**src/utx_pkg.sv**
```systemverilog
// ----------------------------------------------------------------------------
// utx_pkg: shared types and constants of the Unicode transcoder
// Encoding codes, code point constants and the decoded-item queue entry.
// ----------------------------------------------------------------------------
package utx_pkg;

  // Encoding codes, shared by source and target registers
  localparam logic [1:0] ENC_BYTE  = 2'd0;
  localparam logic [1:0] ENC_UTF8  = 2'd1;
  localparam logic [1:0] ENC_UTF16 = 2'd2;
  localparam logic [1:0] ENC_UTF32 = 2'd3;

  // Configuration register indexes
  localparam logic [1:0] REG_SOURCE = 2'd0;
  localparam logic [1:0] REG_TARGET = 2'd1;

  // Code point constants
  localparam logic [20:0] CP_REPLACEMENT = 21'h00FFFD;
  localparam logic [20:0] CP_SUPPLEMENT  = 21'h010000;
  localparam logic [31:0] CP_LIMIT       = 32'h0011_0000;

  // Decoded-item queue depth
  localparam int QDEPTH = 4;
  localparam int QAW    = $clog2(QDEPTH);

  // One accepted input item, decoded into one or two code points
  typedef struct packed {
    logic [20:0] p0;       // first code point
    logic        p0_oor;   // first point not representable (range or bad lead)
    logic        p1_vld;   // second code point present
    logic [20:0] p1;       // second code point
    logic        p1_oor;   // second point not representable
    logic        end_flag; // item closes the string
  } utx_entry_t;

endpackage

```
**src/utx_front.sv**
```systemverilog
// ----------------------------------------------------------------------------
// utx_front: input side of the transcoder
// Holds the configuration registers, decodes source code units into code
// points and pushes each decoded item into the queue.
// ----------------------------------------------------------------------------
module utx_front (
  input  logic                clk,
  input  logic                rst_n,
  input  logic                cfg_valid,
  input  logic [1:0]          cfg_index,
  input  logic [1:0]          cfg_data,
  input  logic                in_tvalid,
  output logic                in_tready,
  input  logic [31:0]         in_tdata,
  input  logic                in_tlast,
  input  logic                q_full,
  output logic                q_push,
  output utx_pkg::utx_entry_t q_entry,
  output logic [1:0]          target_enc
);
  import utx_pkg::*;

  logic [1:0]  src_r, src_nxt;
  logic [1:0]  tgt_r, tgt_nxt;
  logic [20:0] pp_r, pp_nxt;
  logic [1:0]  bl_r, bl_nxt;
  logic [9:0]  hs_r, hs_nxt;
  logic        hh_r, hh_nxt;

  logic        in_acc;
  logic        have0;
  logic [7:0]  b;
  logic [15:0] w;
  logic        w_high;
  logic        w_low;
  logic [20:0] pp_acc;
  logic [1:0]  bl_dec;

  assign in_tready  = !q_full;
  assign in_acc     = in_tvalid && in_tready;
  assign target_enc = tgt_r;

  assign b      = in_tdata[7:0];
  assign w      = in_tdata[15:0];
  assign w_high = (w[15:10] == 6'b110110);
  assign w_low  = (w[15:10] == 6'b110111);
  assign pp_acc = {pp_r[14:0], b[5:0]};
  assign bl_dec = bl_r - 2'd1;

  // Decode one source unit against the held decoder state
  always_comb begin
    src_nxt  = src_r;
    tgt_nxt  = tgt_r;
    pp_nxt   = pp_r;
    bl_nxt   = bl_r;
    hs_nxt   = hs_r;
    hh_nxt   = hh_r;
    have0    = 1'b0;
    q_entry  = '0;
    q_entry.end_flag = in_tlast;

    case (src_r)
      ENC_BYTE: begin
        have0      = 1'b1;
        q_entry.p0 = {13'd0, b};
      end
      ENC_UTF8: begin
        if (bl_r == 2'd0) begin
          if (b < 8'h80) begin
            have0      = 1'b1;
            q_entry.p0 = {13'd0, b};
          end else if (b < 8'hE0) begin
            pp_nxt = {16'd0, b[4:0]};
            bl_nxt = 2'd1;
          end else if (b < 8'hF0) begin
            pp_nxt = {17'd0, b[3:0]};
            bl_nxt = 2'd2;
          end else if (b < 8'hF8) begin
            pp_nxt = {18'd0, b[2:0]};
            bl_nxt = 2'd3;
          end else begin
            have0          = 1'b1;
            q_entry.p0_oor = 1'b1;
          end
        end else begin
          pp_nxt = pp_acc;
          bl_nxt = bl_dec;
          if (bl_dec == 2'd0) begin
            have0          = 1'b1;
            q_entry.p0     = pp_acc;
            q_entry.p0_oor = ({11'd0, pp_acc} >= CP_LIMIT);
            pp_nxt         = '0;
          end
        end
        // cut-off sequence at the end of the string
        if (in_tlast && (bl_nxt != 2'd0)) begin
          have0      = 1'b1;
          q_entry.p0 = CP_REPLACEMENT;
        end
      end
      ENC_UTF16: begin
        if (hh_r) begin
          have0  = 1'b1;
          hh_nxt = 1'b0;
          hs_nxt = '0;
          if (w_low) begin
            q_entry.p0 = {1'b0, hs_r, w[9:0]} + CP_SUPPLEMENT;
          end else begin
            q_entry.p0 = {5'd0, 6'b110110, hs_r};
            if (w_high && !in_tlast) begin
              hs_nxt = w[9:0];
              hh_nxt = 1'b1;
            end else begin
              q_entry.p1_vld = 1'b1;
              q_entry.p1     = {5'd0, w};
            end
          end
        end else if (w_high && !in_tlast) begin
          hs_nxt = w[9:0];
          hh_nxt = 1'b1;
        end else begin
          have0      = 1'b1;
          q_entry.p0 = {5'd0, w};
        end
      end
      default: begin
        have0          = 1'b1;
        q_entry.p0     = in_tdata[20:0];
        q_entry.p0_oor = (in_tdata >= CP_LIMIT);
      end
    endcase

    // clear the decoder at the end of a string
    if (in_tlast) begin
      pp_nxt = '0;
      bl_nxt = '0;
      hs_nxt = '0;
      hh_nxt = 1'b0;
    end

    // hold state when no transaction
    if (!in_acc) begin
      pp_nxt = pp_r;
      bl_nxt = bl_r;
      hs_nxt = hs_r;
      hh_nxt = hh_r;
    end

    // configuration write: update register, clear decoder
    if (cfg_valid) begin
      case (cfg_index)
        REG_SOURCE: src_nxt = cfg_data;
        REG_TARGET: tgt_nxt = cfg_data;
        default: ;
      endcase
      pp_nxt = '0;
      bl_nxt = '0;
      hs_nxt = '0;
      hh_nxt = 1'b0;
    end
  end

  assign q_push = in_acc && have0;

  // Advance configuration and decoder state
  always_ff @(posedge clk) begin
    if (!rst_n) begin
      src_r <= ENC_UTF8;
      tgt_r <= ENC_UTF16;
      pp_r  <= '0;
      bl_r  <= '0;
      hs_r  <= '0;
      hh_r  <= 1'b0;
    end else begin
      src_r <= src_nxt;
      tgt_r <= tgt_nxt;
      pp_r  <= pp_nxt;
      bl_r  <= bl_nxt;
      hs_r  <= hs_nxt;
      hh_r  <= hh_nxt;
    end
  end

endmodule

```
**src/utx_queue.sv**
```systemverilog
// ----------------------------------------------------------------------------
// utx_queue: decoded-item queue
// Short FIFO between the decoder and the encoder; head is read directly.
// ----------------------------------------------------------------------------
module utx_queue (
  input  logic                clk,
  input  logic                rst_n,
  input  logic                push,
  input  utx_pkg::utx_entry_t push_entry,
  output logic                full,
  input  logic                pop,
  output logic                head_valid,
  output utx_pkg::utx_entry_t head_entry
);
  import utx_pkg::*;

  utx_entry_t     mem_r [QDEPTH];
  logic [QAW-1:0] wp_r, wp_nxt;
  logic [QAW-1:0] rp_r, rp_nxt;
  logic [QAW:0]   cnt_r, cnt_nxt;
  logic           do_push;
  logic           do_pop;

  assign full       = (cnt_r == (QAW+1)'(QDEPTH));
  assign head_valid = (cnt_r != '0);
  assign head_entry = mem_r[rp_r];
  assign do_push    = push && !full;
  assign do_pop     = pop && head_valid;

  // Advance pointers and fill count
  always_comb begin
    wp_nxt  = do_push ? wp_r + 1'b1 : wp_r;
    rp_nxt  = do_pop ? rp_r + 1'b1 : rp_r;
    cnt_nxt = cnt_r + (QAW+1)'(do_push) - (QAW+1)'(do_pop);
  end

  always_ff @(posedge clk) begin
    if (!rst_n) begin
      wp_r  <= '0;
      rp_r  <= '0;
      cnt_r <= '0;
    end else begin
      wp_r  <= wp_nxt;
      rp_r  <= rp_nxt;
      cnt_r <= cnt_nxt;
    end
  end

  // Store pushed entry
  always_ff @(posedge clk) begin
    if (do_push) begin
      mem_r[wp_r] <= push_entry;
    end
  end

endmodule

```
**src/utx_back.sv**
```systemverilog
// ----------------------------------------------------------------------------
// utx_back: output side of the transcoder
// Encodes the code points of the head queue entry into target code units,
// one unit per cycle unless stalled, into a registered output stage.
// ----------------------------------------------------------------------------
module utx_back (
  input  logic                clk,
  input  logic                rst_n,
  input  logic [1:0]          target_enc,
  input  logic                head_valid,
  input  utx_pkg::utx_entry_t head_entry,
  output logic                pop,
  output logic                out_tvalid,
  input  logic                out_tready,
  output logic [31:0]         out_tdata,
  output logic                out_tlast,
  output logic [1:0]          out_tuser
);
  import utx_pkg::*;

  logic        sel_r, sel_nxt;
  logic [1:0]  idx_r, idx_nxt;
  logic        vld_r, vld_nxt;
  logic [31:0] unit_r;
  logic        last_r;
  logic        done_r;
  logic        fault_r;

  logic [20:0] cp;
  logic        oor;
  logic        fault;
  logic [1:0]  lastk;
  logic [1:0]  rem;
  logic [19:0] t;
  logic [31:0] unit;
  logic        last_pt;
  logic        last_entry;
  logic        load;

  assign cp  = sel_r ? head_entry.p1 : head_entry.p0;
  assign oor = sel_r ? head_entry.p1_oor : head_entry.p0_oor;
  assign t   = cp[19:0] - CP_SUPPLEMENT[19:0];
  assign rem = lastk - idx_r;

  // Encode the current unit of the current code point
  always_comb begin
    fault = oor;
    lastk = 2'd0;
    unit  = {11'd0, cp};
    case (target_enc)
      ENC_BYTE: begin
        fault = oor || (cp > 21'h00007F);
      end
      ENC_UTF8: begin
        if (cp < 21'h000080) lastk = 2'd0;
        else if (cp < 21'h000800) lastk = 2'd1;
        else if (cp < CP_SUPPLEMENT) lastk = 2'd2;
        else lastk = 2'd3;
        if (idx_r == 2'd0) begin
          case (lastk)
            2'd0:    unit = {24'd0, 1'b0, cp[6:0]};
            2'd1:    unit = {24'd0, 3'b110, cp[10:6]};
            2'd2:    unit = {24'd0, 4'b1110, cp[15:12]};
            default: unit = {24'd0, 5'b11110, cp[20:18]};
          endcase
        end else begin
          case (rem)
            2'd0:    unit = {24'd0, 2'b10, cp[5:0]};
            2'd1:    unit = {24'd0, 2'b10, cp[11:6]};
            default: unit = {24'd0, 2'b10, cp[17:12]};
          endcase
        end
      end
      ENC_UTF16: begin
        if (cp < CP_SUPPLEMENT) begin
          unit = {16'd0, cp[15:0]};
        end else begin
          lastk = 2'd1;
          if (idx_r == 2'd0) unit = {16'd0, 6'b110110, t[19:10]};
          else unit = {16'd0, 6'b110111, t[9:0]};
        end
      end
      default: ;
    endcase
    if (fault) begin
      lastk = 2'd0;
      unit  = '0;
    end
  end

  assign last_pt    = (idx_r == lastk);
  assign last_entry = last_pt && (sel_r || !head_entry.p1_vld);
  assign load       = head_valid && (!vld_r || out_tready);
  assign pop        = load && last_entry;

  // Step through units and points of the head entry
  always_comb begin
    sel_nxt = sel_r;
    idx_nxt = idx_r;
    vld_nxt = vld_r;
    if (load) begin
      vld_nxt = 1'b1;
      if (last_pt) begin
        idx_nxt = '0;
        sel_nxt = !last_entry;
      end else begin
        idx_nxt = idx_r + 2'd1;
      end
    end else if (out_tready) begin
      vld_nxt = 1'b0;
    end
  end

  always_ff @(posedge clk) begin
    if (!rst_n) begin
      sel_r <= 1'b0;
      idx_r <= '0;
      vld_r <= 1'b0;
    end else begin
      sel_r <= sel_nxt;
      idx_r <= idx_nxt;
      vld_r <= vld_nxt;
    end
  end

  // Load output stage
  always_ff @(posedge clk) begin
    if (load) begin
      unit_r  <= unit;
      last_r  <= last_entry;
      done_r  <= last_entry && head_entry.end_flag;
      fault_r <= fault;
    end
  end

  assign out_tvalid = vld_r;
  assign out_tdata  = unit_r;
  assign out_tlast  = last_r;
  assign out_tuser  = {fault_r, done_r};

endmodule

```
**src/unicode_transcoder_unit.sv**
```systemverilog
// ----------------------------------------------------------------------------
// unicode_transcoder_unit: streaming UTF transcoder
// Converts code units between one-byte, UTF-8, UTF-16 and UTF-32 encodings.
// ----------------------------------------------------------------------------
// The decoder accepts one source code unit per cycle while the queue is
// not full; the encoder sends one destination code unit per cycle unless
// the output stalls. An input yields 0 to 6 units; a four-entry queue of
// decoded items sits between the two, so input stalls only once it is full.
// Units pass through it and a registered output stage. Write configuration
// only while the block is idle; every write clears the decoder state.
module unicode_transcoder_unit (
  input  logic        clk,
  input  logic        rst_n,
  // configuration write channel
  input  logic        cfg_valid,
  output logic        cfg_ready,
  input  logic [1:0]  cfg_index,
  input  logic [1:0]  cfg_data,
  // input stream
  input  logic        in_tvalid,
  output logic        in_tready,
  input  logic [31:0] in_tdata,   // [31:0] unit_in
  input  logic        in_tlast,   // string_end
  // output stream
  output logic        out_tvalid,
  input  logic        out_tready,
  output logic [31:0] out_tdata,  // [31:0] unit_out
  output logic        out_tlast,  // run_last
  output logic [1:0]  out_tuser   // [0] string_done, [1] range_fault
);
  import utx_pkg::*;

  utx_entry_t push_entry;
  utx_entry_t head_entry;
  logic       q_push;
  logic       q_full;
  logic       q_pop;
  logic       head_valid;
  logic [1:0] target_enc;

  assign cfg_ready = 1'b1;

  // Decode source units
  utx_front u_front (
    .clk        (clk),
    .rst_n      (rst_n),
    .cfg_valid  (cfg_valid),
    .cfg_index  (cfg_index),
    .cfg_data   (cfg_data),
    .in_tvalid  (in_tvalid),
    .in_tready  (in_tready),
    .in_tdata   (in_tdata),
    .in_tlast   (in_tlast),
    .q_full     (q_full),
    .q_push     (q_push),
    .q_entry    (push_entry),
    .target_enc (target_enc)
  );

  // Buffer decoded items
  utx_queue u_queue (
    .clk        (clk),
    .rst_n      (rst_n),
    .push       (q_push),
    .push_entry (push_entry),
    .full       (q_full),
    .pop        (q_pop),
    .head_valid (head_valid),
    .head_entry (head_entry)
  );

  // Encode into target units
  utx_back u_back (
    .clk        (clk),
    .rst_n      (rst_n),
    .target_enc (target_enc),
    .head_valid (head_valid),
    .head_entry (head_entry),
    .pop        (q_pop),
    .out_tvalid (out_tvalid),
    .out_tready (out_tready),
    .out_tdata  (out_tdata),
    .out_tlast  (out_tlast),
    .out_tuser  (out_tuser)
  );

endmodule

```
**config.mk**
```make
export PLATFORM = sky130hd
export DESIGN_NAME = unicode_transcoder_unit
export DESIGN_NICKNAME = d
export VERILOG_FILES = /design/src/utx_pkg.sv /design/src/utx_front.sv /design/src/utx_queue.sv /design/src/utx_back.sv /design/src/unicode_transcoder_unit.sv
export SDC_FILE = /design/constraint.sdc
export NUM_CORES = 1
export LEC_CHECK = 0
export BUFFER_PORTS_ARGS = -buffer_cell sky130_fd_sc_hd__buf_2
export CORE_ASPECT_RATIO = 0.6
export CORE_MARGIN = 2
export CORE_UTILIZATION = 60
export DETAILED_ROUTE_END_ITERATION = 6
export PLACE_DENSITY = 0.8
export RECOVER_POWER = 25
export SETUP_SLACK_MARGIN = 0.4
export SLEW_MARGIN = 20
export SYNTH_ARGS = -nofsm -noshare
export SYNTH_HDL_FRONTEND = slang
export SYNTH_SLANG_ARGS = --single-unit
```
**constraint.sdc**
```tcl
create_clock -name clk -period 5.83 [get_ports clk]
set_input_delay 0 -clock clk [delete_from_list [all_inputs] [get_ports clk]]
set_output_delay 0 -clock clk [all_outputs]
set_load 0.01 [all_outputs]
```
# Word level (Yosys, flattened, before mapping)
# Memory sizes are Yosys's and may differ from the RTL's. A register that Yosys moved wholly into a read port is not among the register bits.
# Index checks and enable logic that the tools add are counted.
# totals
reg_bits	78
latch_bits	0
ramBits	180
mem_bits_ro	0
in_bits	42
output_inout_bits	38
elab_cells	166
n_memories	1
# classes
add_sub_neg	9
multipliers	0
div_mod_pow	0
magnitude_cmp	10
eq_ne	14
shifts	0
n_mux	74
bitwise_logic	1
reduce_logical	41
# mem_list
name	words	width	read_ports	rd_ports_with_merged_regs	write_ports	line_no	text
u_queue.mem_r	4	45	1	1	1	utx_queue.sv:17	utx_entry_t mem_r [QDEPTH];
# ops
operator	count
2-to-1 mux 22 bit	6
2-to-1 mux 15 bit	8
2-to-1 mux 21 bit	4
2-to-1 mux 32 bit	2
case mux 32 bit (2 select lines)	1
case mux 21 bit (3 select lines)	1
2-to-1 mux 10 bit	6
>= comparator 32 x 21 -> 1 bit, second input constant	1
less-than comparator 8 bit, second input constant	4
2-to-1 mux 2 bit	15
case mux 8 bit (3 select lines)	1
2-to-1 mux 1 bit	23
adder 20 x 17 -> 21 bit, second input constant	1
>= comparator 21 bit, second input constant	1
greater-than comparator 21 x 7 -> 1 bit, second input constant	1
less-than comparator 21 x 12 -> 1 bit, second input constant	1
less-than comparator 21 x 17 -> 1 bit, second input constant	1
less-than comparator 21 x 8 -> 1 bit, second input constant	1
subtractor 20 x 17 -> 20 bit, second input constant	1
logical NOT 2 bit	8
2-to-1 mux 16 bit	1
== test 6 bit, second input constant	2
case mux 6 bit (2 select lines)	1
2-to-1 mux 11 bit	1
other kinds (24)	57

# Depth between registers and ports, before layout
# Gate-level depths: netlist of the first run.
# depth
ltp_word	15
depth_mapped	24
mapped_depth_nobuf	20

# Modules after synthesis
# From an unflattened synthesis of the first run, not the netlist that was laid out.
# hier_totals
cells_unflattened	946
hier_area_um2	12474.5
# by_module_without_submodules
mod	instances	cells_per_inst	area_each_um2	seq_area_each_um2
utx_queue	1	289	7181.9	5705.5
utx_back	1	319	2773.9	800.8
utx_front	1	336	2507.4	640.6
unicode_transcoder_unit	1	2	11.3	0.0

# Least setup slack after synthesis of the first run
# No wires, ideal clock.
# synth_timing
path_type	flip-flop to flip-flop
start	reg with a tool-made name
end	reg u_queue.cnt_r[2]
setup_ps	128
arrival_time_ps	4968
required_time_ps	5702
slack_ps	734
stages_incl_launch_ff	23
n_path_buf	3
synth_period_minus_slack_ps	5096
cell_sequence	dfxtp_1 buf_6 buf_12 mux4_1 mux2_4 or4b_4 nor3_4 a31oi_4 or2_2 clkbuf_1 or3_1 ha_1 nand2_1 nor3_1 mux2_2 ha_1 inv_1 ha_1 inv_1 fa_1 xor2_1 xnor2_1 nor2_1
# synth_lines
item	line_no	text
end signal: assignment	utx_queue.sv:45	cnt_r <= cnt_nxt;
end: declaration	utx_queue.sv:20	logic [QAW:0] cnt_r, cnt_nxt;

==> results of run 1 <==
cell type report:
cell class	count	area, sq um
Sequential cell	229	6430
Fill cell	1298	5510
Multi-Input combinational cell	535	4090
Timing Repair Buffer	115	746
Clock buffer	25	541
Tap cell	240	300
Inverter	37	139
Clock inverter	13	119
per-layer routing:
layer,share of wire [%],track usage [%],vias up
met5,0,0,-
met4,1.9,6.67,0
met3,12,6.96,52
met2,43,42.6,501
met1,43,45.4,3724
li1,-,-,3381
cell families (layout without fill, tap and decap cells):
group / count (synthesis) / count (layout) / synth area share, %
AO/OA/AOI/OAI: 185 / 185 / 11.0
XOR/XNOR: 11 / 11 / 1.06
adder cells (fa/ha/maj): 23 / 23 / 2.72
buffers and inverters: 94 / 190 / 4.09
flip-flops: 229 / 229 / 59.2
multiplexers: 68 / 68 / 11.2
other: 2 / 12 / 0.0692
AND/OR/NAND/NOR: 236 / 236 / 10.7
power by group:
group	total, mW	leakage [nW]	switching, mW	internal, mW
clock	1.35	0.315	0.597	0.754
sequential	2.13	2.05	0.0962	2.03
combinational	2.05	1.90	1.23	0.821
total	5.53	4.26	1.92	3.61
worst max-delay path: stages, from the launching register on:
cell,delay [ns]
dfxtp_4,0.40
buf_4,0.15
mux4_2,0.48
mux2_2,0.32
or4b_4,0.57
nor3_4,0.23
a31oi_4,0.12
or2_2,0.32
or3_1,0.37
ha_1,0.33
nand2_1,0.11
nor3_1,0.05
mux2_2,0.32
ha_1,0.31
inv_1,0.07
ha_1,0.13
inv_1,0.05
fa_1,0.37
xor2_1,0.18
xnor2_1,0.13
nor2_1,0.05
flip-flops by register name (all words and copies together) (netlist names), named ones only:
name	count
u_queue.cnt_r	3
u_back.out_tvalid	1
u_back.out_tlast	1
u_queue.rp_r	2
u_queue.mem_r	160
u_front.bl_r	2
u_front.hh_r	1
u_back.idx_r	2
u_back.done_r	1
u_queue.wp_r	2
u_front.target_enc	2
u_back.fault_r	1
u_front.pp_r	15
u_back.sel_r	1
u_front.src_r	2
u_front.hs_r	10
u_back.out_tdata	21
how the worst max path moves through the flow:
stage	start	endpoint	slack [ns]	depth (start not counted)
final	flip-flop	u_queue.cnt_r[2]$_SDFF_PN0_	0.63	20
after global routing	flip-flop	u_queue.cnt_r[2]$_SDFF_PN0_	0.38	20
after CTS	flip-flop	u_queue.cnt_r[2]$_SDFF_PN0_	0.45	20
after detailed placement	flip-flop	u_queue.cnt_r[2]$_SDFF_PN0_	0.31	19
after global placement	flip-flop	u_queue.cnt_r[2]$_SDFF_PN0_	0.46	19
after floorplan	flip-flop	u_queue.cnt_r[2]$_SDFF_PN0_	0.73	22
repair_timing:
item,in CTS,in global routing
pin swaps,0,2
hold buffers,24,0
hold endpoints to repair,71,0
gates resized for setup,1,8
setup buffers,4,2
endpoints found under the setup margin,1,1
through the flow:
step / setup slack (ns) / util (%) / area, sq um / hold slack, ns
finish: 0.629 / 69.2 / 12400 / 0.0326
global placement: 0.460 / 63.7 / 11400 / 0.254
CTS: 0.448 / 69.0 / 12300 / 0.00694
floorplan: 0.734 / - / 10900 / 0.0619
global route: 0.384 / 69.2 / 12400 / 0.0534
detailed placement: 0.311 / 63.7 / 11400 / 0.258
cells in the final DEF, fill, tap and decap left out, types with 6 or more instances in the layout:
| cell | netlist | final |
|---|---|---|
| and2_0 | 0 | 11 |
| nor4_1 | 7 | 7 |
| nand4_1 | 8 | 8 |
| clkbuf_1 | 33 | 32 |
| o21ai_0 | 38 | 39 |
| mux4_2 | 29 | 29 |
| nand3_1 | 24 | 24 |
| a21oi_1 | 56 | 55 |
| mux2_2 | 13 | 13 |
| nand2b_1 | 7 | 6 |
| o22ai_1 | 13 | 13 |
| nand2_1 | 62 | 61 |
| conb_1 | 2 | 12 |
| a21o_1 | 7 | 7 |
| dlygate4sd3_1 | 0 | 24 |
| edfxtp_1 | 184 | 184 |
| xnor2_1 | 6 | 6 |
| dfxtp_1 | 45 | 42 |
| buf_4 | 14 | 22 |
| nor2b_1 | 7 | 7 |
| mux2i_1 | 14 | 11 |
| mux4_1 | 9 | 9 |
| inv_1 | 36 | 36 |
| nor2_1 | 66 | 66 |
| clkbuf_16 | 0 | 21 |
| ha_1 | 22 | 22 |
| buf_2 | 6 | 39 |
| a211oi_1 | 11 | 11 |
| a22oi_1 | 18 | 18 |
| and2_1 | 25 | 10 |
| nor3_1 | 11 | 10 |
==> results.toml, run 1 <==
[global_route]
grt_pass1_vias = 7209
grt_antenna_before_repair = 0
grt_first_pass_wirelength_microns = 42300
grt_overflow_total = 0
grt_start_max_net_pins = 41
gr-usage-all-layers_pct = 29.4

[die]
design.core.area_sq_mm = 0.0179
die_h_microns = 108
dieArea_sq_mm = 0.0192
die_w_microns = 178
initial_utilization_pct = 60.7
fp-row-count = 38
ios = 80

[setup_path]
crit_required_ns = 6.22
crit_arrival_ns = 5.59
ff2ff_setup_slack_ns = 0.63
r2r-end = "u_queue.cnt_r[2]$_SDFF_PN0_"
critPathLaunchType = "flip-flop"
worstPathMaxFanout = 6
reg2reg_depth = 20
cp-end-kind = "flip-flop"
path_class = "reg2reg"

[min_path]
hold_path.startpoint = "in_tdata[20]"
hold_path_class = "in2reg"
whs_endpoint = "u_queue.mem_r[2][44]$_DFFE_PP_"
hold_depth = 3

[place]
gp_congestion = 1.03
dpl.hpwl_microns = 18800
dp.cells = 1126
portBuffers = 67

[synth]
async_flop_share_pct = 0
netlist.area_leader.share_pct = 50.9
yosysUniqueCellTypes = 71
synth_area_leaders = "edfxtp_1 (51%), dfxtp_1 (8.3%), mux4_2 (6.0%)"
synthTopCellsByCount = "edfxtp_1 (184), nor2_1 (66), nand2_1 (62)"
yosys_warnings = 0
synth_edf_count = 184
synth.most_common_cell = "edfxtp_1"
synth.avg_cell_area_sq_um = 12.8
synth_cells = 848
yosys.area.top_type = "edfxtp_1"
synth-seq-area-share_pct = 59.2
synth_area_sq_mm = 0.0109
synth-seq-cells = 229
synth_flop_cell = "edfxtp_1"

[timing]
finalCritPeriodShare_pct = 89.2
tightestPinTransition_ns = 1.34
tns_ns = 0
fin_skew_ns = 0.0153
period_needed_ns = 5.20
relSlewSlack_pct = 9.97
rsz0062_at_grt = "no"
hold_viol_final = 0
setup_viol = 0
report.final.slew_viol_count = 0
fmax_mhz = 192

[route]
wl_per_cell_microns = 23.1
vias = 7658
vias_per_cell = 6.41
ant_nets = 0
dr.pass1.iters = 6
wl_microns = 27600
drtIter0Drc = 1086
drc = 0

[cts]
clock-sinks = 229
numCtsBuffers = 21
htreeDepth = 1
clock_latency_ns = 0.51
clockBufferDepth = 3
clk_pin_slew_worst_paths_ns = 0.07
cts_tree = "built"
cts_root_buffer = "clkbuf_16"

[power]
cellPowerDensity_mw_per_mm2 = 447
power.total_mw = 5.53
ir_worst_vdd_mv = 0.226
power.leakage_nw = 4.26

[status]
outcome = "finished clean"

[job]
cap_viol_max_count = 0

[cells_and_area]
finalNonFillerCells = 1194
drive_gt1_share_pct = 17.2
final_nets = 1004
syn2layout_area_growth_pct = 13.9
antenna_cells = 0
(Power assumes the default switching activity.)
==> run 2, diff against run 1 <==
--- a/config.mk
+++ b/config.mk
@@ -6,14 +6,17 @@
 export NUM_CORES = 1
 export LEC_CHECK = 0
 export BUFFER_PORTS_ARGS = -buffer_cell sky130_fd_sc_hd__buf_2
+export CELL_PAD_IN_SITES_DETAIL_PLACEMENT = 0
+export CELL_PAD_IN_SITES_GLOBAL_PLACEMENT = 1
 export CORE_ASPECT_RATIO = 0.6
 export CORE_MARGIN = 2
-export CORE_UTILIZATION = 60
+export CORE_UTILIZATION = 51
 export DETAILED_ROUTE_END_ITERATION = 6
-export PLACE_DENSITY = 0.8
+export PLACE_DENSITY = 0.82
 export RECOVER_POWER = 25
 export SETUP_SLACK_MARGIN = 0.4
 export SLEW_MARGIN = 20
 export SYNTH_ARGS = -nofsm -noshare
 export SYNTH_HDL_FRONTEND = slang
+export SYNTH_HIERARCHICAL = 1
 export SYNTH_SLANG_ARGS = --single-unit
==> results.toml, run 2 <==
[status]
outcome = "complete, but fails checks"
violations = "max-capacitance violations, max-slew violations"

[synth]
synth_xor_area_share_pct = 0.702
synth_simple_gate_area_share_pct = 10.7
async_flop_share_pct = 0
netlist.area_leader.share_pct = 50.1
yosys_warnings = 6
synth_area_leaders = "edfxtp_1 (50%), mux4_2 (7.8%), dfxtp_1 (7.2%)"
synth_top_family_by_area = "multiplexers"
synthAdderAreaFrac_pct = 2.47
synth.most_common_cell = "edfxtp_1"
synth.area.mux_share_pct = 13.8
synth-seq-area-share_pct = 57.3
synth_compound_area_share_pct = 10.3
synth_flop_cell = "edfxtp_1"
synth.avg_cell_area_sq_um = 13.2
synth-seq-cells = 253
synth_edf_count = 208
yosysUniqueCellTypes = 86
synthTopCellsByCount = "edfxtp_1 (208), nand2_1 (103), o21ai_0 (53)"
synth_area_sq_mm = 0.0125
yosys.area.top_type = "edfxtp_1"
synth_cells = 946

[global_route]
grt_start_max_net_pins = 31
grt_antenna_before_repair = 0
grt.met3_usage_pct = 7.40
use_met2_pct = 32.8
grt_overflow_total = 0
grt.busiest_layer = "met1"
grt_pass1_vias = 8057
grtUsageMet1_pct = 39.6
grt_first_pass_wirelength_microns = 48100
gr-usage-all-layers_pct = 24.6

[timing]
fin_skew_ns = 0.0186
report.final.slew_viol_count = 49
relSlewSlack_pct = -37.5
fmax_mhz = 194
tightestPinTransition_ns = 2.05
rsz0062_at_grt = "no"
period_needed_ns = 5.15
hold_viol_final = 0
tns_ns = 0
setup_viol = 0
holdWs_ns = 0.0283
finalCritPeriodShare_pct = 88.4

[place]
gp_congestion = 0.983
portBuffers = 67
dpl.hpwl_microns = 22700

[cts]
clock-sinks = 253
postCtsSetupBuffers = 0
clock_latency_ns = 0.54
cts_tree = "built"
numCtsBuffers = 24
clockBufferDepth = 3
clk_pin_slew_worst_paths_ns = 0.06
cts_root_buffer = "clkbuf_16"
htreeDepth = 1

[setup_path]
path_class = "reg2reg"
crit_required_ns = 6.26
crit_arrival_ns = 5.59
cp-end-kind = "flip-flop"
worstPathMaxFanout = 12
reg2reg_depth = 21
critPathLaunchType = "flip-flop"

[die]
design.core.area_sq_mm = 0.0241
fp-row-count = 44
dieArea_sq_mm = 0.0258
ios = 80
die_w_microns = 206
initial_utilization_pct = 51.7
die_h_microns = 125

[power]
cellPowerDensity_mw_per_mm2 = 406
power.total_mw = 5.72
power.leakage_nw = 4.85
ir_worst_vdd_mv = 0.322

[min_path]
hold_path_class = "in2reg"
hold_depth = 2

[cells_and_area]
largest_reg_flops = 184
antenna_cells = 0
regMostFlops = "u_queue/mem_r"
layout_commonest_cell = "edfxtp_1"
drive_gt1_share_pct = 16.8
final_nets = 1117
syn2layout_area_growth_pct = 13.1
mostFrequentLayoutCells = "edfxtp_1 (208), nand2_1 (103), o21ai_0 (53)"

[route]
drtIter0Drc = 1105
dr.pass1.iters = 5
vias_per_cell = 6.10
wl_per_cell_microns = 22.9
ant_nets = 0
vias = 8470
wl_microns = 31800
drc = 0

[job]
cap_viol_max_count = 3
==> run 2: cell types whose count changed after synthesis, sizes merged, moves of 12 or more <==
| cell | previous run | this run |
|---|---|---|
| nor2 | 67 | 31 |
| buf | 24 | 51 |
| edfxtp | 184 | 208 |
| a22oi | 18 | 6 |
| o21ai | 39 | 55 |
| mux2i | 14 | 44 |
| clkbuf | 33 | 13 |
| nand3 | 24 | 10 |
| nand2 | 62 | 103 |
==> run 2: cell type report <==
type                       instances  area, sq um
fill                            1943        10000
sequential                       253         7150
multi-input combinational        610         4770
timing repair buffer             128          876
clock buffer                      27          612
tap                              322          403
clock inverter                    15          166
inverter                          34          128
==> run 2: final timing paths <==
kind	startpoint	end	slack [ns]
max reg2reg	flip-flop	u_queue/cnt_r[2]$_SDFF_PN0_	0.68
max	flip-flop	u_queue/cnt_r[2]$_SDFF_PN0_	0.68
min	in_tdata[11]	u_queue/mem_r[0][13]$_DFFE_PP_	0.03
min reg2reg	u_front/pp_r[13]$_SDFFE_PP0P_	u_front/pp_r[13]$_SDFFE_PP0P_	0.47
==> run 2: metrics by stage <==
stage          cell area (sq um)  std cells  utilization [%]  setup slack, ns
3_5_place_dp               13000       1312             54.1            0.548
6_report                   14100       1389             58.5            0.677
3_3_place_gp               13000       1312             54.1            0.650
4_1_cts                    14200       1388             58.7            0.511
2_1_floorplan              12500        961                -            0.532
5_1_grt                    14100       1389             58.5            0.397
==> run 2: critical path, stage by stage (launching register included) <==
cell	delay, ns
dfxtp_4	0.53
buf_4	0.26
mux4_2	0.57
nor4_1	0.32
a22oi_1	0.24
o21a_1	0.17
o22ai_1	0.24
inv_1	0.15
o22ai_1	0.16
nand3_1	0.11
ha_1	0.30
and3_1	0.20
and2b_1	0.19
and2_1	0.17
o31a_1	0.14
ha_1	0.28
inv_1	0.04
ha_1	0.18
fa_1	0.38
xnor2_1	0.15
xnor2_1	0.12
and2_1	0.15
==> run 2: power by group <==
group / internal [mW] / switching [mW] / leakage [nW]
Combinational: 0.687 / 1.12 / 2.17
Sequential: 2.25 / 0.0992 / 2.31
Clock: 0.890 / 0.671 / 0.369
Total: 3.83 / 1.89 / 4.85
==> run 2: layer usage <==
layer	share of wire, %	vias to the layer above
li1	-	3807
met1	47	4209
met2	40	416
met3	11	38
met4	1.7	0
met5	0	-
==> run 2: cells by family (layout without fill, tap and decap cells) <==
| family | after synthesis | in the layout |
|---|---|---|
| AO/OA/AOI/OAI | 189 | 189 |
| XOR/XNOR | 10 | 10 |
| adder cells (fa/ha/maj) | 24 | 24 |
| buffers and inverters | 98 | 204 |
| flip-flops | 253 | 253 |
| multiplexers | 107 | 107 |
| other | 3 | 18 |
| AND/OR/NAND/NOR | 262 | 262 |
==> run 2: what timing repair did <==
| action | 4_1_cts | 5_1_grt |
|---|---|---|
| hold buffers | 34 | 0 |
| hold endpoints to repair | 109 | 0 |
| gates resized for setup | 0 | 3 |
| setup endpoints to repair | 0 | 1 |
==> run 3, diff against run 2 <==
--- a/config.mk
+++ b/config.mk
@@ -5,16 +5,18 @@
 export SDC_FILE = /design/constraint.sdc
 export NUM_CORES = 1
 export LEC_CHECK = 0
+export ABC_AREA = 1
 export BUFFER_PORTS_ARGS = -buffer_cell sky130_fd_sc_hd__buf_2
 export CELL_PAD_IN_SITES_DETAIL_PLACEMENT = 0
 export CELL_PAD_IN_SITES_GLOBAL_PLACEMENT = 1
 export CORE_ASPECT_RATIO = 0.6
 export CORE_MARGIN = 2
-export CORE_UTILIZATION = 51
+export CORE_UTILIZATION = 48
 export DETAILED_ROUTE_END_ITERATION = 6
 export PLACE_DENSITY = 0.82
 export RECOVER_POWER = 25
 export SETUP_SLACK_MARGIN = 0.4
+export SKIP_LAST_GASP = 1
 export SLEW_MARGIN = 20
 export SYNTH_ARGS = -nofsm -noshare
 export SYNTH_HDL_FRONTEND = slang
==> results.toml, run 3 <==
[timing]
tightestPinTransition_ns = 1.85
fmax_mhz = 198
finalCritPeriodShare_pct = 86.6
fin_skew_ns = 0.0142
fin_ws_ns = 0.784
report.final.slew_viol_count = 18
hold_viol_final = 0
setup_viol = 0
period_needed_ns = 5.05
relSlewSlack_pct = -24.6
tns_ns = 0
rsz0062_at_grt = "no"

[cts]
cts_root_buffer = "clkbuf_16"
clk_pin_slew_worst_paths_ns = 0.06
htreeDepth = 1
numCtsBuffers = 25
clockBufferDepth = 3
clock_latency_ns = 0.54
clock-sinks = 253
cts_tree = "built"

[power]
comb_power_share_pct = 31.7
swShare_pct = 35.6
power.leakage_nw = 5.83
ir_worst_vdd_mv = 0.283
cellPowerDensity_mw_per_mm2 = 420
power.share.clock_pct = 29.8
internal_power_mw = 3.93
power.total_mw = 6.11
power.switching_mw = 2.18
seqPwrFrac_pct = 38.5

[route]
vias_per_cell = 5.56
dr.pass1.iters = 6
ant_nets = 0
wl_per_cell_microns = 19.1
vias = 10400
drtIter0Drc = 1293
wl_microns = 35600
drc = 0

[cells_and_area]
drive_gt1_share_pct = 9.77
regMostFlops = "u_queue/mem_r"
syn2layout_area_growth_pct = 14.4
final_nets = 1551
antenna_cells = 0
mostFrequentLayoutCells = "nand2_1 (291), nor2_1 (217), edfxtp_1 (208)"
design_area_sq_mm = 0.0146
largest_reg_flops = 184
layout_commonest_cell = "nand2_1"

[synth]
synth_flop_cell = "edfxtp_1"
async_flop_share_pct = 0
synth_simple_gate_area_share_pct = 21.1
netlist.area_leader.share_pct = 49.1
synthAdderAreaFrac_pct = 2.42
synthTopCellsByCount = "nand2_1 (290), nor2_1 (220), edfxtp_1 (208)"
synth_area_sq_mm = 0.0127
yosys_warnings = 6
synth_xor_area_share_pct = 0.275
synth_compound_area_share_pct = 11.5
synth_edf_count = 208
synth_area_leaders = "edfxtp_1 (49%), nand2_1 (8.6%), dfxtp_1 (7.1%)"
yosys.area.top_type = "edfxtp_1"
synth-seq-area-share_pct = 56.1
synth-seq-cells = 253
synth.area.mux_share_pct = 0.0786
yosysUniqueCellTypes = 55
synth.avg_cell_area_sq_um = 9.14
synth_top_family_by_area = "simple AND/OR/NAND/NOR gates"
synth_cells = 1392
synth.most_common_cell = "nand2_1"

[global_route]
grt_first_pass_wirelength_microns = 54400
gr-usage-all-layers_pct = 25.4
grt_start_max_net_pins = 93
grt_antenna_before_repair = 0
grt_overflow_total = 0
grt_pass1_vias = 9421

[setup_path]
path_class = "reg2reg"
worst-path-buf-inv = 6
crit_required_ns = 6.27
cp_common_cell = "nand2_1"
worstPathMaxFanout = 18
critPathMaxStageDelay_ns = 0.41
slowest_stage = "fa_1"
cp-end-kind = "flip-flop"
critPathLaunchType = "flip-flop"
r2r-end = "u_queue/cnt_r[1]$_SDFF_PN0_"
ff2ff_setup_slack_ns = 0.78
crit_arrival_ns = 5.49
reg2reg_depth = 27
cp_top_family = "simple AND/OR/NAND/NOR gates"

[place]
post_dp_cell_area_sq_mm = 0.0132
dpl.hpwl_microns = 24300
portBuffers = 67
place_ws_ns = 0.816
gp_congestion = 1.01

[die]
dieArea_sq_mm = 0.0279
die_w_microns = 214
fp-row-count = 46
ios = 80
die_h_microns = 130
design.core.area_sq_mm = 0.0262
initial_utilization_pct = 48.5

[status]
outcome = "complete, but fails checks"
violations = "max-capacitance violations, max-slew violations"

[min_path]
hold_path.startpoint = "in_tdata[27]"
hold_depth = 6
hold_path_class = "in2reg"
whs_endpoint = "u_queue/mem_r[1][24]$_DFFE_PP_"

[job]
cap_viol_max_count = 1
[run 3: cell types whose count changed after synthesis, sizes merged, moves of 11 or more]
cell	change
inv	+103
or3	-12
and2	-31
nor2b	-15
mux2i	-43
o22ai	+42
nand3	+71
nor2	+199
o211ai	-11
mux2	-14
mux4	-49
nand2	+197
o21ai	+84
nand4	+11
[run 3: metrics by stage]
step / hold slack (ns) / util, % / instances
after CTS: 0.0120 / 55.7 / 1864
after global routing: 0.102 / 55.5 / 1864
after detailed placement: 0.268 / 50.4 / 1774
after global placement: 0.264 / 50.4 / 1774
final: 0.0247 / 55.5 / 1864
after floorplan: 0.0935 / - / 1407
[run 3: timing repair]
item	4_1_cts	5_1_grt
hold buffers	44	0
endpoints found under the setup margin	0	2
gates resized for setup	0	3
hold endpoints to repair	171	0
buffers inserted	0	0
[run 3: worst min-delay path: cells and delay by family]
family                 cells  cell delay, ns
AND/OR/NAND/NOR            5            0.36
buffers and inverters      1            0.07
[run 3: kinds of logic (layout without fill, tap and decap cells)]
family                     count (synthesis)  in the layout
buffers and inverters                    213            310
xor gates and xnor gates                   4              4
and+or+nand+nor                          641            641
adders and majority gates                 24             24
muxes                                      1              1
other                                      3             18
AOI/OAI and AO/OA                        253            253
DFF                                      253            253
[run 3: how the worst max path moves through the flow]
stage	start	to	slack, ns	cells past startpoint
4_1_cts	flip-flop	u_queue/cnt_r[1]$_SDFF_PN0_	0.78	27
6_report	flip-flop	u_queue/cnt_r[1]$_SDFF_PN0_	0.78	27
3_5_place_dp	flip-flop	u_queue/cnt_r[1]$_SDFF_PN0_	0.82	27
3_3_place_gp	flip-flop	u_queue/cnt_r[1]$_SDFF_PN0_	0.99	27
5_1_grt	flip-flop	u_queue/cnt_r[1]$_SDFF_PN0_	0.46	26
2_1_floorplan	flip-flop	u_queue/cnt_r[2]$_SDFF_PN0_	1.68	26
[run 3: power groups by stage]
stage,Sequential (mW),Clock [mW],Combinational (mW)
3_3_place_gp,2.39,0,1.89
2_1_floorplan,2.41,0,1.32
5_1_grt,2.38,1.92,2.11
4_1_cts,2.35,1.85,1.91
3_5_place_dp,2.39,0,1.88
6_report,2.35,1.82,1.94
[run 3: cell type report]
type	count	area [sq um]
inverter	138	528
fill	2376	11700
multi-input combinational	941	4580
tap	360	450
timing repair buffer	126	902
clock buffer	31	708
sequential	253	7150
clock inverter	15	235
[run 3: layer usage]
| layer | up-vias | track usage [%] | share of wire [%] |
|---|---|---|---|
| met5 | - | 0 | 0 |
| met4 | 0 | 4.82 | 1.6 |
| met3 | 41 | 7.16 | 12 |
| met2 | 543 | 36.3 | 41 |
| met1 | 4917 | 38.6 | 46 |
| li1 | 4854 | - | - |
